--- src/rtl/core/sphkd_divider.sv ---
// Restoring divider, one quotient bit per cycle, 64-bit operands.
// Depends on nothing but the clock and reset.
module sphkd_divider (
  input  logic        clk_i,
  input  logic        rst_ni,
  input  logic        start_i,
  input  logic [63:0] dividend_i,
  input  logic [63:0] divisor_i,
  output logic        done_o,
  output logic [63:0] quotient_o
);
  logic [63:0] rem_q, rem_d, quo_q, quo_d, div_q;
  logic [6:0]  cnt_q, cnt_d;
  logic        busy_q, busy_d, done_q, done_d;
  logic [65:0] trial;

  always_comb begin
    rem_d  = rem_q;
    quo_d  = quo_q;
    cnt_d  = cnt_q;
    busy_d = busy_q;
    done_d = 1'b0;
    // The shifted remainder can reach 65 bits when the divisor uses bit 63.
    trial  = {1'b0, rem_q, quo_q[63]} - {2'b00, div_q};
    if (start_i) begin
      rem_d  = '0;
      quo_d  = dividend_i;
      cnt_d  = 7'd64;
      busy_d = 1'b1;
    end else if (busy_q) begin
      if (!trial[65]) begin
        rem_d = trial[63:0];
        quo_d = {quo_q[62:0], 1'b1};
      end else begin
        rem_d = {rem_q[62:0], quo_q[63]};
        quo_d = {quo_q[62:0], 1'b0};
      end
      cnt_d = cnt_q - 7'd1;
      if (cnt_q == 7'd1) begin
        busy_d = 1'b0;
        done_d = 1'b1;
      end
    end
  end

  always_ff @(posedge clk_i or negedge rst_ni) begin
    if (!rst_ni) begin
      busy_q <= 1'b0;
      done_q <= 1'b0;
      cnt_q  <= '0;
    end else begin
      busy_q <= busy_d;
      done_q <= done_d;
      cnt_q  <= cnt_d;
    end
  end

  always_ff @(posedge clk_i) begin
    rem_q <= rem_d;
    quo_q <= quo_d;
    if (start_i) begin
      div_q <= divisor_i;
    end
  end

  assign done_o     = done_q;
  assign quotient_o = quo_q;
endmodule
--- config.mk ---
export PLATFORM = sky130hd
export DESIGN_NAME = sphkd_divider
export DESIGN_NICKNAME = d
export VERILOG_FILES = /design/src/rtl/core/sphkd_divider.sv
export SDC_FILE = /design/constraint.sdc
export NUM_CORES = 1
export LEC_CHECK = 0
export BUFFER_PORTS_ARGS = -buffer_cell sky130_fd_sc_hd__buf_2
export CAP_MARGIN = 10
export CORE_MARGIN = 10
export CORE_UTILIZATION = 62
export CTS_CLUSTER_DIAMETER = 80
export DETAILED_ROUTE_END_ITERATION = 10
export PLACE_DENSITY = 0.87
export SLEW_MARGIN = 10
export SYNTH_ARGS = -nofsm -noshare
export SYNTH_HDL_FRONTEND = slang
export SYNTH_SLANG_ARGS = --single-unit
--- constraint.sdc ---
create_clock -name clk_i -period 9.15 [get_ports clk_i]
set_input_delay 0.915 -clock clk_i [delete_from_list [all_inputs] [get_ports clk_i]]
set_output_delay 0.915 -clock clk_i [all_outputs]
set_load 0.1 [all_outputs]
==> flow_metrics.tcl <==
set metrics [dict create \
    setup_viol 0 \
    synth-async-reset-ratio 0.0448 \
    timing.slew.headroom 0.438 \
    path_buf_inv 1 \
    clkTransAtPathRegs_ns 0.06 \
    initial_core_util 0.628 \
    track_usage 0.242 \
    drc_errors 0 \
    ys_ff_latch 201 \
    grt_max_degree 80 \
    clk_latency_ns 0.53 \
    end_kind "flip-flop" \
    p_per_area_nw_per_um2 207 \
    place_hpwl_um 22400 \
    drt_iter0_drc 705 \
    synth_cell_types 70 \
    rows 50 \
    reg2regPathDepth 12 \
    final_util 0.724 \
    cts_root_buffer "clkbuf_16" \
    vias 9673 \
    post_drt_wl_per_cell_um 18.9 \
    worstSetupPathType "reg -> reg" \
    stdcell_area_um2 13500 \
    drv_slew 0 \
    cts.repair.resized 0 \
    finalHoldViolCount 0 \
    p_seq_frac 0.404 \
    io_pins 196 \
    die_x_um 157 \
    gp_congestion 0.959 \
    place_area_um2 12700 \
    gr-total-overflow 0 \
    p_leak_nw 5.90 \
    vdd_drop_max_mv 0.242 \
    fin_tns_setup_ns 0 \
    synth-warning-count 0 \
    wl_um 30400 \
    min_period_ns 4.08 \
    cts_inserted_buffers 22 \
    hold-worst-slack_ns 0.239 \
    cp_cell_sequence "ha_1 -> a21oi_1 -> o21ai_0 -> nor3_1 -> a31oi_2 -> a41o_1 -> o2111ai_2 -> a22o_2 -> buf_4 -> nor3_1 -> or4_4 -> a21oi_2" \
    path_delay_family "compound AO/OA/AOI/OAI gates" \
    pwr-share-comb 0.278 \
    required_ns 9.61 \
    cpMaxStageDelayCell "a22o_2" \
    htreeDepth 1 \
    cts_tree "done" \
    post-cts-setup-buffer-count 0 \
    antenna_found_initial 3 \
    fill_cells 1363 \
    tightest_slew_ns 0.843 \
    syn-cell-area_um2 11700 \
    core_area_um2 18600 \
    nets 1553 \
    cts.sinks 201 \
    fmax_mhz 245 \
    layout-drive-gt1-share 0.228 \
    max_cap_viol_count 0 \
    die_area_um2 24700 \
    seq_area_frac_synth 0.459 \
    synth-edff-count 128 \
    status "completed" \
    ant_nets 0 \
    viasPerCell 6.02 \
    syn_inst 1193 \
    cp_data_arrival_time_ns 4.54 \
    rsz0062_at_grt "false" \
    pwr-share-clk 0.318 \
    max_stage_delay_ns 0.69 \
    clock_path_buffers 3 \
    area_growth_pct 15.3 \
    die_h_um 157 \
    grt_pass1_vias 9672 \
    p_sw_w 0.000985 \
    cp.depth 12 \
    dr.pass1.iters 5 \
    p_int_w 0.00180 \
    grt_pass1_wl_um 49200 \
    min_path_type "in -> async" \
    period_share 0.445 \
    start_kind "flip-flop" \
    path_common_cell "nor3_1" \
    syn_nets 1391 \
    fin_skew_ns 0.0263 \
    io_buffers 195 \
    switching_share 0.353 \
    syn_area_per_cell_um2 9.78 \
    critPathMaxFanout 42 \
    synth_ff_type "edfxtp_1" \
    cts_hold_buffers 0 \
]
cells in the mapped netlist, types with 7 or more instances:
cell	count	area share
a211oi_1	7	0.0045
nand2_1	148	0.048
a21o_1	24	0.015
dfrtp_1	9	0.019
nand4_1	20	0.011
and3_1	11	0.0059
and2_1	7	0.0038
o211ai_1	8	0.0051
a32oi_1	11	0.0083
nor2_1	103	0.033
a31oi_1	7	0.0038
clkbuf_1	45	0.014
nor3_1	15	0.0064
a311oi_1	32	0.024
edfxtp_1	128	0.33
a21oi_1	86	0.037
dfxtp_1	64	0.11
buf_2	13	0.0056
nand3_1	9	0.0039
o21bai_1	14	0.0090
inv_1	82	0.026
mux2_2	63	0.061
o21ai_0	56	0.024
mux2i_1	8	0.0069
xor2_1	22	0.017
xnor2_1	39	0.029
ha_1	66	0.071
flip-flops by register name, summed over array words and instances, names as in the netlist:
register    count
busy_q          1
cnt_q           7
div_q          64
done_o          1
quotient_o     64
rem_q          64
per-stage QoR:
step,cells,power [W],setup slack (ns)
floorplan,1193,0.00175,5.39
detailed placement,1565,0.00191,5.16
finish,1607,0.00279,5.07
CTS,1605,0.00280,5.13
global route,1606,0.00290,4.83
global placement,1565,0.00189,5.33
final cells by class:
class,count,area [µm²],share of cell area
tap,234,293,0.0218
multi-input combinational,845,5720,0.425
clock inverter,9,124,0.00921
inverter,82,308,0.0229
clock buffer,31,604,0.0449
timing repair buffer,203,1040,0.0775
antenna,2,5.00,0.000372
sequential,201,5350,0.398
layer usage:
metal / track usage / vias to the layer above / share of wire
met5: 0 / - / 0.00036
met4: 0.0846 / 2 / 0.033
met3: 0.0770 / 91 / 0.091
met2: 0.416 / 402 / 0.49
met1: 0.278 / 4514 / 0.38
li1: - / 4664 / -
cells by family after synthesis:
kind of cell	share of synthesized area
compound gates	0.174
buf+inv	0.0507
mux	0.0687
fa+ha+maj	0.0725
flops	0.459
xor+xnor	0.0458
simple gates	0.130
cells in the final DEF, fill, tap and decap left out, types with 11 or more instances in the layout:
cell type,count
ha_1,66
dfxtp_1,64
o21ai_0,56
xor2_1,22
a311oi_1,32
and3_1,11
a32oi_1,11
xnor2_1,39
buf_2,194
inv_1,81
clkbuf_16,22
edfxtp_1,128
mux2_2,63
nor3_1,15
nand2_1,148
nand4_1,20
a21oi_1,86
o21bai_1,14
a21o_1,24
nor2_1,103
path summary, 6_finish.rpt:
check,start,end,slack (ns)
hold reg to reg,rem_q[63],rem_q[63],0.49
hold / removal,rst_ni,cnt_q[0],0.24
setup reg to reg,rem_q[9],rem_q[58],5.07
min in group clk_i,rem_q[63],rem_q[63],0.49
setup / recovery,rem_q[9],rem_q[58],5.07
max in group asynchronous,rst_ni,busy_q,8.72
power by group through the flow:
stage | Sequential (W) | Clock (W) | Combinational [W]
2_1_floorplan | 0.00143 | 0 | 0.000324
3_3_place_gp | 0.00114 | 0 | 0.000752
3_5_place_dp | 0.00114 | 0 | 0.000767
4_1_cts | 0.00113 | 0.000902 | 0.000772
5_1_grt | 0.00114 | 0.000938 | 0.000827
6_report | 0.00113 | 0.000886 | 0.000774
(Power assumes the default switching activity.)
